**src/sv/sha1d_pkg.sv**
```systemverilog
// shared types, constants and helpers for the sha-1 digest block
package sha1d_pkg;

  localparam int unsigned WordCount   = 5;
  localparam int unsigned SchedWords  = 16;
  localparam int unsigned RoundCount  = 80;
  localparam int unsigned RoundW      = $clog2(RoundCount);
  localparam int unsigned WordIdxW    = 3;
  localparam logic [7:0]  PadByte     = 8'h80;
  localparam logic [5:0]  LenPos      = 6'd56;
  localparam logic [5:0]  LastPos     = 6'd63;

  typedef struct packed {
    logic [7:0] msg_byte;
    logic       byte_present;
    logic       msg_end;
  } sha1d_in_t;

  typedef struct packed {
    logic [31:0] digest_word;
    logic [2:0]  word_number;
    logic        digest_done;
  } sha1d_out_t;

  typedef enum logic [1:0] {
    SRC_IN   = 2'd0,
    SRC_PAD  = 2'd1,
    SRC_ZERO = 2'd2
  } byte_src_e;

  typedef struct packed {
    logic              put;
    byte_src_e         put_src;
    logic              count_bits;
    logic              len_we;
    logic              work_load;
    logic              round_en;
    logic [RoundW-1:0] rnd;
    logic              chain_add;
    logic              out_load;
    logic              restart;
  } dp_cmd_t;

  typedef struct packed {
    logic [5:0] byte_cnt;
    logic       out_free;
  } dp_sts_t;

  function automatic logic [31:0] iv_word(input logic [WordIdxW-1:0] idx);
    logic [31:0] w;
    unique case (idx)
      3'd0:    w = 32'h67452301;
      3'd1:    w = 32'hEFCDAB89;
      3'd2:    w = 32'h98BADCFE;
      3'd3:    w = 32'h10325476;
      3'd4:    w = 32'hC3D2E1F0;
      default: w = 32'h0;
    endcase
    return w;
  endfunction

  function automatic logic [31:0] round_k(input logic [1:0] grp);
    logic [31:0] k;
    unique case (grp)
      2'd0: k = 32'h5A827999;
      2'd1: k = 32'h6ED9EBA1;
      2'd2: k = 32'h8F1BBCDC;
      2'd3: k = 32'hCA62C1D6;
    endcase
    return k;
  endfunction

endpackage

```
**src/sv/sha1d_ctrl.sv**
```systemverilog
// sequencer for byte loading, padding, compression rounds and digest read-out
module sha1d_ctrl (
  input  logic              clk_i,
  input  logic              rst_ni,
  input  logic              in_valid_i,
  output logic              in_ready_o,
  input  logic              byte_present_i,
  input  logic              msg_end_i,
  input  sha1d_pkg::dp_sts_t sts_i,
  output sha1d_pkg::dp_cmd_t cmd_o
);
  import sha1d_pkg::*;

  typedef enum logic [8:0] {
    S_IDLE  = 9'b000000001,
    S_LOAD  = 9'b000000010,
    S_ROUND = 9'b000000100,
    S_ADD   = 9'b000001000,
    S_PAD80 = 9'b000010000,
    S_ZERO1 = 9'b000100000,
    S_ZERO2 = 9'b001000000,
    S_LEN   = 9'b010000000,
    S_OUT   = 9'b100000000
  } state_e;

  typedef enum logic [1:0] {
    NX_IDLE  = 2'd0,
    NX_PAD   = 2'd1,
    NX_ZERO2 = 2'd2,
    NX_OUT   = 2'd3
  } after_e;

  state_e            state_q, state_d;
  after_e            after_q, after_d;
  logic [RoundW-1:0] rnd_q, rnd_d;
  logic              accept;

  assign in_ready_o = (state_q == S_IDLE);
  assign accept     = in_valid_i & in_ready_o;

  always_comb begin
    state_d = state_q;
    after_d = after_q;
    rnd_d   = rnd_q;
    cmd_o   = '0;
    cmd_o.put_src = SRC_IN;
    cmd_o.rnd     = rnd_q;
    unique case (state_q)
      S_IDLE: begin
        if (accept) begin
          if (byte_present_i) begin
            cmd_o.put        = 1'b1;
            cmd_o.count_bits = 1'b1;
          end
          if (byte_present_i && sts_i.byte_cnt == LastPos) begin
            state_d = S_LOAD;
            after_d = msg_end_i ? NX_PAD : NX_IDLE;
          end else if (msg_end_i) begin
            state_d = S_PAD80;
          end
        end
      end
      S_LOAD: begin
        cmd_o.work_load = 1'b1;
        rnd_d   = '0;
        state_d = S_ROUND;
      end
      S_ROUND: begin
        cmd_o.round_en = 1'b1;
        rnd_d = rnd_q + 1'b1;
        if (rnd_q == RoundW'(RoundCount - 1)) begin
          state_d = S_ADD;
        end
      end
      S_ADD: begin
        cmd_o.chain_add = 1'b1;
        rnd_d = '0;
        unique case (after_q)
          NX_IDLE:  state_d = S_IDLE;
          NX_PAD:   state_d = S_PAD80;
          NX_ZERO2: state_d = S_ZERO2;
          NX_OUT:   state_d = S_OUT;
        endcase
      end
      S_PAD80: begin
        cmd_o.put     = 1'b1;
        cmd_o.put_src = SRC_PAD;
        priority if (sts_i.byte_cnt == LastPos) begin
          state_d = S_LOAD;
          after_d = NX_ZERO2;
        end else if (sts_i.byte_cnt >= LenPos) begin
          state_d = S_ZERO1;
        end else begin
          state_d = S_ZERO2;
        end
      end
      S_ZERO1: begin
        cmd_o.put     = 1'b1;
        cmd_o.put_src = SRC_ZERO;
        if (sts_i.byte_cnt == LastPos) begin
          state_d = S_LOAD;
          after_d = NX_ZERO2;
        end
      end
      S_ZERO2: begin
        if (sts_i.byte_cnt == LenPos) begin
          state_d = S_LEN;
        end else begin
          cmd_o.put     = 1'b1;
          cmd_o.put_src = SRC_ZERO;
        end
      end
      S_LEN: begin
        cmd_o.len_we = 1'b1;
        state_d = S_LOAD;
        after_d = NX_OUT;
      end
      S_OUT: begin
        if (sts_i.out_free) begin
          cmd_o.out_load = 1'b1;
          rnd_d = rnd_q + 1'b1;
          if (rnd_q == RoundW'(WordCount - 1)) begin
            cmd_o.restart = 1'b1;
            state_d = S_IDLE;
          end
        end
      end
      default: state_d = S_IDLE;
    endcase
  end

  always_ff @(posedge clk_i or negedge rst_ni) begin
    if (!rst_ni) begin
      state_q <= S_IDLE;
      after_q <= NX_IDLE;
      rnd_q   <= '0;
    end else begin
      state_q <= state_d;
      after_q <= after_d;
      rnd_q   <= rnd_d;
    end
  end

endmodule

```
**src/sv/sha1d_dp.sv**
```systemverilog
// message window, round registers, chaining value, length count and output register
module sha1d_dp (
  input  logic                 clk_i,
  input  logic                 rst_ni,
  input  logic [7:0]           msg_byte_i,
  input  sha1d_pkg::dp_cmd_t   cmd_i,
  output sha1d_pkg::dp_sts_t   sts_o,
  output logic                 out_valid_o,
  input  logic                 out_ready_i,
  output sha1d_pkg::sha1d_out_t out_data_o
);
  import sha1d_pkg::*;

  logic [31:0] win_q   [SchedWords];
  logic [31:0] work_q  [WordCount];
  logic [31:0] chain_q [WordCount];
  logic [5:0]  cnt_q;
  logic [63:0] bits_q;
  logic        out_valid_q;
  sha1d_out_t  out_q;

  logic [7:0]          put_byte;
  logic [3:0]          put_idx;
  logic [1:0]          put_lane;
  logic [31:0]         w_mix;
  logic [31:0]         w_cur;
  logic [1:0]          grp;
  logic [31:0]         f_val;
  logic [31:0]         t_val;
  logic [WordIdxW-1:0] oidx;

  always_comb begin
    unique case (cmd_i.put_src)
      SRC_IN:   put_byte = msg_byte_i;
      SRC_PAD:  put_byte = PadByte;
      default:  put_byte = 8'h00;
    endcase
  end

  assign put_idx  = cnt_q[5:2];
  assign put_lane = cnt_q[1:0];

  assign w_mix = win_q[13] ^ win_q[8] ^ win_q[2] ^ win_q[0];
  assign w_cur = (cmd_i.rnd < RoundW'(SchedWords)) ? win_q[0] : {w_mix[30:0], w_mix[31]};

  always_comb begin
    priority if (cmd_i.rnd < RoundW'(20)) grp = 2'd0;
    else if (cmd_i.rnd < RoundW'(40))     grp = 2'd1;
    else if (cmd_i.rnd < RoundW'(60))     grp = 2'd2;
    else                                  grp = 2'd3;
  end

  always_comb begin
    unique case (grp)
      2'd0:    f_val = (work_q[1] & work_q[2]) | (~work_q[1] & work_q[3]);
      2'd2:    f_val = (work_q[1] & work_q[2]) | (work_q[1] & work_q[3])
                     | (work_q[2] & work_q[3]);
      default: f_val = work_q[1] ^ work_q[2] ^ work_q[3];
    endcase
  end

  assign t_val = {work_q[0][26:0], work_q[0][31:27]} + f_val + work_q[4]
               + round_k(grp) + w_cur;

  // message window: byte writes, length words, schedule shift
  always_ff @(posedge clk_i) begin
    if (cmd_i.put) begin
      unique case (put_lane)
        2'd0: win_q[put_idx] <= {put_byte, 24'h0};
        2'd1: win_q[put_idx][23:16] <= put_byte;
        2'd2: win_q[put_idx][15:8]  <= put_byte;
        2'd3: win_q[put_idx][7:0]   <= put_byte;
      endcase
    end else if (cmd_i.len_we) begin
      win_q[14] <= bits_q[63:32];
      win_q[15] <= bits_q[31:0];
    end else if (cmd_i.round_en) begin
      for (int i = 0; i < SchedWords - 1; i++) begin
        win_q[i] <= win_q[i+1];
      end
      win_q[SchedWords-1] <= w_cur;
    end
  end

  always_ff @(posedge clk_i or negedge rst_ni) begin
    if (!rst_ni) begin
      for (int i = 0; i < WordCount; i++) begin
        work_q[i]  <= '0;
        chain_q[i] <= iv_word(WordIdxW'(i));
      end
      cnt_q  <= '0;
      bits_q <= '0;
    end else begin
      if (cmd_i.restart) begin
        for (int i = 0; i < WordCount; i++) begin
          work_q[i]  <= '0;
          chain_q[i] <= iv_word(WordIdxW'(i));
        end
        cnt_q  <= '0;
        bits_q <= '0;
      end else begin
        if (cmd_i.put) begin
          cnt_q <= cnt_q + 6'd1;
        end
        if (cmd_i.count_bits) begin
          bits_q <= bits_q + 64'd8;
        end
        if (cmd_i.work_load) begin
          for (int i = 0; i < WordCount; i++) begin
            work_q[i] <= chain_q[i];
          end
        end else if (cmd_i.round_en) begin
          work_q[0] <= t_val;
          work_q[1] <= work_q[0];
          work_q[2] <= {work_q[1][1:0], work_q[1][31:2]};
          work_q[3] <= work_q[2];
          work_q[4] <= work_q[3];
        end
        if (cmd_i.chain_add) begin
          for (int i = 0; i < WordCount; i++) begin
            chain_q[i] <= chain_q[i] + work_q[i];
          end
        end
      end
    end
  end

  // digest output beat register
  assign oidx = cmd_i.rnd[WordIdxW-1:0];

  always_ff @(posedge clk_i or negedge rst_ni) begin
    if (!rst_ni) begin
      out_valid_q <= 1'b0;
    end else if (cmd_i.out_load) begin
      out_valid_q <= 1'b1;
    end else if (out_ready_i) begin
      out_valid_q <= 1'b0;
    end
  end

  always_ff @(posedge clk_i) begin
    if (cmd_i.out_load) begin
      out_q.digest_word <= chain_q[oidx];
      out_q.word_number <= oidx;
      out_q.digest_done <= (oidx == WordIdxW'(WordCount - 1));
    end
  end

  assign sts_o.byte_cnt = cnt_q;
  assign sts_o.out_free = ~out_valid_q | out_ready_i;
  assign out_valid_o    = out_valid_q;
  assign out_data_o     = out_q;

endmodule

```
**src/sv/sha1_digest_top.sv**
```systemverilog
// top level of the byte-serial sha-1 digest block
// a byte beat is taken while the sequencer is idle; the beat that fills a 64-byte
// block starts the load, 80 rounds of the single round unit and the chaining add
// the last beat starts the padding, the length write and one or two compressions,
// then five digest beats at up to one per cycle, as out_ready_i allows
// no bytes are taken while the shared round unit works on a block
// reset (async, active low) loads the initial vector and clears counts and control
module sha1_digest_top (
  input  logic                   clk_i,
  input  logic                   rst_ni,
  input  logic                   in_valid_i,
  output logic                   in_ready_o,
  input  sha1d_pkg::sha1d_in_t   in_data_i,
  output logic                   out_valid_o,
  input  logic                   out_ready_i,
  output sha1d_pkg::sha1d_out_t  out_data_o
);
  import sha1d_pkg::*;

  dp_cmd_t cmd;
  dp_sts_t sts;

  sha1d_ctrl u_ctrl (
    .clk_i          (clk_i),
    .rst_ni         (rst_ni),
    .in_valid_i     (in_valid_i),
    .in_ready_o     (in_ready_o),
    .byte_present_i (in_data_i.byte_present),
    .msg_end_i      (in_data_i.msg_end),
    .sts_i          (sts),
    .cmd_o          (cmd)
  );

  sha1d_dp u_dp (
    .clk_i       (clk_i),
    .rst_ni      (rst_ni),
    .msg_byte_i  (in_data_i.msg_byte),
    .cmd_i       (cmd),
    .sts_o       (sts),
    .out_valid_o (out_valid_o),
    .out_ready_i (out_ready_i),
    .out_data_o  (out_data_o)
  );

endmodule
```
**config.mk**
```make
export PLATFORM = sky130hd
export DESIGN_NAME = sha1_digest_top
export DESIGN_NICKNAME = d
export VERILOG_FILES = /design/src/sv/sha1d_pkg.sv /design/src/sv/sha1d_ctrl.sv /design/src/sv/sha1d_dp.sv /design/src/sv/sha1_digest_top.sv
export SDC_FILE = /design/constraint.sdc
export NUM_CORES = 2
export LEC_CHECK = 0
export BUFFER_PORTS_ARGS = -buffer_cell sky130_fd_sc_hd__buf_2
export CAP_MARGIN = 20
export CORE_MARGIN = 2
export CORE_UTILIZATION = 66
export CTS_CLUSTER_DIAMETER = 40
export DETAILED_ROUTE_END_ITERATION = 7
export PLACE_DENSITY = 0.83
export RECOVER_POWER = 100
export SLEW_MARGIN = 5
export SYNTH_ARGS = -nofsm -noshare
export SYNTH_HDL_FRONTEND = slang
export SYNTH_HIERARCHICAL = 1
export SYNTH_SLANG_ARGS = --single-unit
```
**constraint.sdc**
```tcl
create_clock -name clk_i -period 9.9 [get_ports clk_i]
set_input_delay 0.99 -clock clk_i [delete_from_list [all_inputs] [get_ports clk_i]]
set_output_delay 0.99 -clock clk_i [all_outputs]
set_load 0.05 [all_outputs]
```
-- Word-level counts from Yosys, hierarchy flattened
Memories as Yosys holds them, arrays and structs flattened.
Index checks and enable logic that the tools add are counted.
- add/sub/neg operators: 12
- $lt $le $gt $ge: 6
- eq/ne operators: 33
- multiplexer cells: 80
- bitwise gates (word level): 22
- reduce and logical (&&, ||, !) cells: 18
- operators by type and width (operator ; number):
    160-bit two-way mux ; 5
    32-bit adder ; 9
    32-bit two-way mux ; 6
    32-bit bitwise XOR ; 5
    32-bit AND ; 4
    64-bit two-way mux ; 2
    32-bit one-hot mux with 4 select lines ; 1
    32-bit binary-select mux with 3-bit select ; 1
    32-bit OR ; 3
    9-bit one-hot mux with 9 select lines ; 1
    9-bit two-way mux ; 8
    64-bit by 4-bit adder with 64-bit output, second input constant ; 1
    32-bit one-hot mux with 2 select lines ; 1
    9-bit one-hot mux with 4 select lines ; 1
    32-bit inverter ; 1
    32-bit OR reduction ; 1
    1-bit two-way mux ; 31
    8-bit two-way mux ; 3
    7-bit two-way mux ; 3
    7-bit one-hot mux with 3 select lines ; 1
    8-bit one-hot mux with 2 select lines ; 1
    7-bit by 5-bit less-than comparator with 1-bit output, second input constant ; 2
    7-bit by 6-bit less-than comparator with 1-bit output, second input constant ; 2
    2-bit two-way mux ; 7
    39 further kinds ; 71
- register bits: 445
- RAM bits: 512
- input bits: 14
- output and inout bits: 38
- logic and storage cells: 191
- memories: 1
- memories (name ; words ; width ; rd ports ; clocked after Yosys merged registers in ; wr ports ; RTL line ; source):
    u_dp.win_q ; 16 ; 32 ; 16 ; 0 ; 16 ; sha1d_dp.sv:14 ; logic [31:0] win_q [SchedWords];

-- Logic depth before layout (Yosys ltp)
- word-level depth: 13
- mapped depth: 29
- gate-level depth less buffers: 28

-- Cells and area by module
Netlist, hierarchy kept.
- by module, submodules not included (module ; instances ; cells each ; area each (um2) ; seq. area each (um2)):
    sha1d_dp ; 1 ; 5177 ; 54539.8 ; 26265.2
    sha1d_ctrl ; 1 ; 144 ; 1260.0 ; 451.7

-- Least setup slack after synthesis
OpenSTA, ideal clock, no wires.
- path kind: register to register
- start point: reg u_ctrl.rnd_q[5]
- end point: reg u_dp/work_q[159] (netlist bit)
- library setup time: 0.065 ns
- data arrival time: 6.115 ns
- setup slack: 3.720 ns
- cell stages (with the launch flop): 26
- clock period less this slack: 6.180 ns
- cell sequence: dfrtp_1 -> inv_1 -> o311ai_0 -> clkinv_1 -> ha_1 -> inv_1 -> clkbuf_1 -> o22ai_1 -> o21ai_0 -> fa_1 -> fa_1 -> inv_1 -> ha_1 -> inv_1 -> fa_1 -> and2b_1 -> o2111ai_1 -> nand3_1 -> a41o_1 -> a31oi_1 -> a21oi_1 -> a21oi_1 -> o31ai_1 -> xnor2_1 -> a2111oi_0 -> a31o_2
- cells in the longest elaborated chain, start to end: 13
- elaborated cells between the ends (all ways): 26
- ends and longest elaborated chain (element ; RTL line ; source):
    start, declared ; sha1d_ctrl.sv:35 ; logic [RoundW-1:0] rnd_q, rnd_d;
    start signal, assigned ; sha1d_ctrl.sv:140 ; rnd_q <= rnd_d;
    7-bit by 6-bit less-than comparator with 1-bit output ; sha1d_dp.sv:49 ; else if (cmd_i.rnd < RoundW'(60)) grp = 2'd2;
    1-bit two-way mux ; sha1d_dp.sv:49 ;
    2-bit two-way mux ; sha1d_dp.sv:48 ; else if (cmd_i.rnd < RoundW'(40)) grp = 2'd1;
    2-bit two-way mux ; sha1d_dp.sv:47 ; priority if (cmd_i.rnd < RoundW'(20)) grp = 2'd0;
    2-bit == test or 2-bit zero test (tied branches) ; sha1d_pkg.sv:64, sha1d_dp.sv:54 ;
    32-bit one-hot mux with 2 select lines ; sha1d_dp.sv:54 ; unique case (grp)
    32-bit adder (2 in a row) ; sha1d_dp.sv:62 ; assign t_val = {work_q[0][26:0], work_q[0][31:27]} + f_val + work_q[4]
    32-bit adder (2 in a row) ; sha1d_dp.sv:63 ; + round_k(grp) + w_cur;
    160-bit two-way mux ; sha1d_dp.sv:112 ; end else if (cmd_i.round_en) begin
    160-bit two-way mux ; sha1d_dp.sv:108 ; if (cmd_i.work_load) begin
    160-bit two-way mux ; sha1d_dp.sv:94 ; if (cmd_i.restart) begin
    end signal, assigned by index ; sha1d_dp.sv:110 ; work_q[i] <= chain_q[i];
    end, declared ; sha1d_dp.sv:15 ; logic [31:0] work_q [WordCount];
Several ways; a longest one is shown, not always the timed one. The select of a mux whose other input is x is not followed.
A chain may end at the register's enable or synchronous reset.

==> summary.txt <==
Critical path
  • R2r setup slk: 1030 ps
  • Worst path cell trace: nor4_1, nand2_1, nor2_4, clkbuf_1, and3_1, clkbuf_1, clkbuf_2, a211oi_1
  • R2R Path Start: u_ctrl/state_q[5]$_DFFE_PN0P_
  • Critical path type: reg2reg
  • CP max FO: 69
  • Worst EP arrival: 9180 ps
  • Reg2reg path depth: 8
  • Crit path max-delay cell type: clkbuf_1
  • Crit. End Element: flop
  • Max incr delay on CP: 2420 ps
  • Crit start category: flop
  • Worst r2r dst: u_dp/chain_q[2]$_DFFE_PN0P_
  • Required @ worst endpoint: 10210 ps
  • Most frequent CP cell: clkbuf_1

Timing
  • Final Hold Viols: 0
  • Peak Freq: 0.113 GHz
  • Worst Skew: 36.1 ps
  • Number of setup violations in the final report: 0
  • Worst-Margin Slew: between 6000 and 7000 ps
  • Setup_tns: 0 ps
  • Period utilisation layout: between 80% and 90%
  • WHS: roughly 500 ps
  • RSZ-0062 raised after global routing: false
  • PnR worst setup slack: between 1000 and 1500 ps
  • Final worst path period need: 8870 ps
  • Max-slew headroom: -352%
  • Final Max Slew Viols: 1214

Synthesis
  • Synth Cell Area: 55800 µm²
  • Synth Instances: 5321
  • Yosys warns: 6
  • Top post-synthesis cells by area: edfxtp_1, dfrtp_1, a21o_1
  • Largest family of logic cells by synthesized area: compound AO/OA/AOI/OAI gates
  • Yosys reg bits: 954
  • Syn avg cell area: 10.5 µm²
  • Synth Area in Compound Gates: 19.0%
  • Synth Area in Simple Gates: 9.44%
  • Post-synth EDFFs: 548
  • Post-Syn Nets: approximately 5700
  • Post-synthesis mux area share: ~5.2%
  • Seq/Total Area, Yosys: 47.9%
  • Synth async-reset ratio: 42.6%
  • Main synth FF type: edfxtp_1
  • XOR/XNOR Fraction of Synth Area: between 4 and 5%
  • Yosys cell types: 100
  • Share of the synthesized area in the top cell type: 29.5%
  • Adder-cell share of the synthesized area: 9.10%
  • Synth area leader: edfxtp_1

Route
  • WL/cell: 23.9 µm
  • Final ANT Viol Nets: 0
  • Drt first-iter violations: 4798
  • Drt first pass iters: 6
  • Routed WL: 158000 µm
  • Routed vias/inst: 6.57
  • Remaining DRCs: 0
  • Via count: 43300

Power and ir drop
  • Leak: 27.8 nW
  • Switching share of power: between 40% and 50%
  • Gate power share: 53.0%
  • Power share of the sequential group: ~26%
  • P_sw: 0.00986 W
  • VDD IR max: 0.360 mV
  • PwrDens: 372 nW/µm²
  • Clock power share: about a fifth
  • Internal power: 0.0131 W

Global route
  • Initial antenna violation count: 2
  • Global-route wire length before repair: roughly 240000 µm
  • Largest net degree at the start of global routing: around 240
  • Global Route Usage Sum: 36.3%
  • Vias in the first global route: 42100
  • GRT overflow: 0

Min path
  • Hold Path Depth: 1
  • Hold_sp: u_dp/win_q[10][6]$_DFFE_PP_
  • HP Class: reg2reg
  • WHS Endpoint: u_dp/win_q[9][6]$_DFFE_PP_

Placed design
  • Placed cell area: 57200 µm²
  • Dpl ws: 1460 ps
  • GPL Wtd Cong: 0.959
  • DP Cell Count: between 6000 and 7000
  • HPWL after detailed placement: around 110000 µm
  • Port bufs: 51

Finish
  • Non-filler cells, final: 6592
  • Final instance area: 61600 µm²
  • Share of post-route cells with drive strength above 1: 7.99%
  • Final net count: 5690
  • Ant diodes: 0
  • Area growth, synth to finish: 10.3%

Clocking
  • Clock Path Buffers: 3
  • Postcts setup bufs: 0
  • Inserted Clock Buffers: about 140
  • Clock insertion delay at the later pin of the skew report: 740 ps
  • # clock sinks: around 950
  • CTS H-tree depth: 4
  • CTS tree: built
  • Reg clk slew, reported paths: 60 ps
  • Hold-fix buffers, CTS: 0
  • PostCTS Resize Cnt: 0
  • Root Buffer: clkbuf_16

Floorplan
  • Initial Util: 66.7%
  • Core Rows: 106
  • Core Box Area: 83700 µm²
  • Die span in x: between 200 and 300 µm
  • Die ar.: ~87000 µm²
  • Die height: 295 µm
  • Num ports: 52

Run
  • Number of max-cap violations: 18

Status
  • Failing checks: capacitance limit, slew limit
  • Status: finished, violations left
==> registers in the layout, indices dropped and copies added, names as in the netlist <==
signal,cells
u_dp/bits_q,61
u_ctrl/rnd_q,7
u_dp/chain_q,160
u_dp/work_q,160
u_dp/win_q,512
u_ctrl/after_q,2
u_dp/cnt_q,6
u_dp/out_data_o,36
u_dp/out_valid_o,1
u_ctrl/state_q,9
==> synthesized netlist by cell type (all sizes together) (14+ instances only) <==
library cell,count
a211o,23
a211oi,38
a21o,536
a21oi,401
a22o,23
a22oi,30
a31oi,30
and2,28
and3,27
buf,36
clkbuf,264
dfrtp,325
dfstp,81
edfxtp,548
fa,125
ha,205
inv,363
mux2i,211
mux4,32
nand2,258
nand2b,33
nand3,71
nand4,26
nor2,620
nor2b,27
nor3,42
o211ai,16
o21a,25
o21ai,287
o21bai,24
o22ai,72
o31ai,19
or3,14
xnor2,209
xor2,101
==> cells by family after synthesis <==
logic type	after synthesis
AO/OA/AOI/OAI	1621
adder cells (fa/ha/maj)	331
buffers and inverters	665
flip-flops	954
XOR/XNOR	310
AND/OR/NAND/NOR	1192
multiplexers	248
==> placed cells by master, fill, tap and decap left out, drive strengths merged, types with 27 or more instances in the layout <==
cell and instances:
nor2 620, inv 382, o21ai 287, nand3 71
dfrtp 325, fa 125, nand2b 33, clkbuf 316
mux4 32, buf 39, clkinv 40, nand2 258
nor2b 27, edfxtp 548, a21oi 401, a21o 536
a211oi 38, a31oi 30, nor3 42, a22oi 30
xnor2 209, xor2 101, and2 28, and3 27
o22ai 72, dfstp 81, mux2i 211, ha 205
==> stage by stage <==
step           utilization, %  power [W]
2_1_floorplan               -     0.0147
3_3_place_gp             68.3     0.0174
3_5_place_dp             68.4     0.0177
4_1_cts                  73.9     0.0227
5_1_grt                  73.6     0.0244
6_report                 73.6     0.0229
==> how the worst max path moves through the flow <==
stage | start | to
2_1_floorplan | u_ctrl/rnd_q[5]$_DFFE_PN0P_ | u_dp/work_q[159]$_DFFE_PN0P_
3_3_place_gp | u_ctrl/rnd_q[5]$_DFFE_PN0P_ | u_dp/work_q[159]$_DFFE_PN0P_
3_5_place_dp | u_ctrl/rnd_q[5]$_DFFE_PN0P_ | u_dp/work_q[159]$_DFFE_PN0P_
4_1_cts | u_ctrl/rnd_q[5]$_DFFE_PN0P_ | u_dp/work_q[159]$_DFFE_PN0P_
5_1_grt | u_ctrl/state_q[3]$_DFFE_PN0P_ | u_dp/win_q[9][30]$_DFFE_PP_
6_report | u_ctrl/state_q[5]$_DFFE_PN0P_ | u_dp/chain_q[2]$_DFFE_PN0P_
==> cell type report <==
class | count | area (µm²)
Clock buffer | 169 | 3720
Clock inverter | 82 | 915
Fill cell | 5627 | 22100
Inverter | 365 | 1370
Multi-Input combinational cell | 3702 | 26500
Sequential cell | 954 | 26700
Tap cell | 1134 | 1420
Timing Repair Buffer | 186 | 878
==> power groups by stage <==
stage	clock, W	sequential [W]	combinational, W
finish	0.00490	0.00587	0.0122
CTS	0.00493	0.00582	0.0120
detailed placement	0	0.00588	0.0118
global placement	0	0.00586	0.0115
global route	0.00510	0.00590	0.0134
floorplan	0	0.00547	0.00918
==> critical path: cells and delay by family (launching register included) <==
kind / cells / cell delay (ps)
and+or+nand+nor: 4 / 1740
AOI/OAI and AO/OA: 1 / 100
DFF: 1 / 460
buffers and inverters: 3 / 6010
==> metal layers <==
layer | share of wire [%] | track usage, % | vias up
met1 | 38 | 48.0 | 21300
met2 | 46 | 56.3 | 2512
met5 | 0.0076 | 0 | -
met4 | 6.2 | 20.9 | 2
met3 | 9.7 | 7.00 | 553
li1 | - | - | 19000
(Power assumes the default switching activity.)
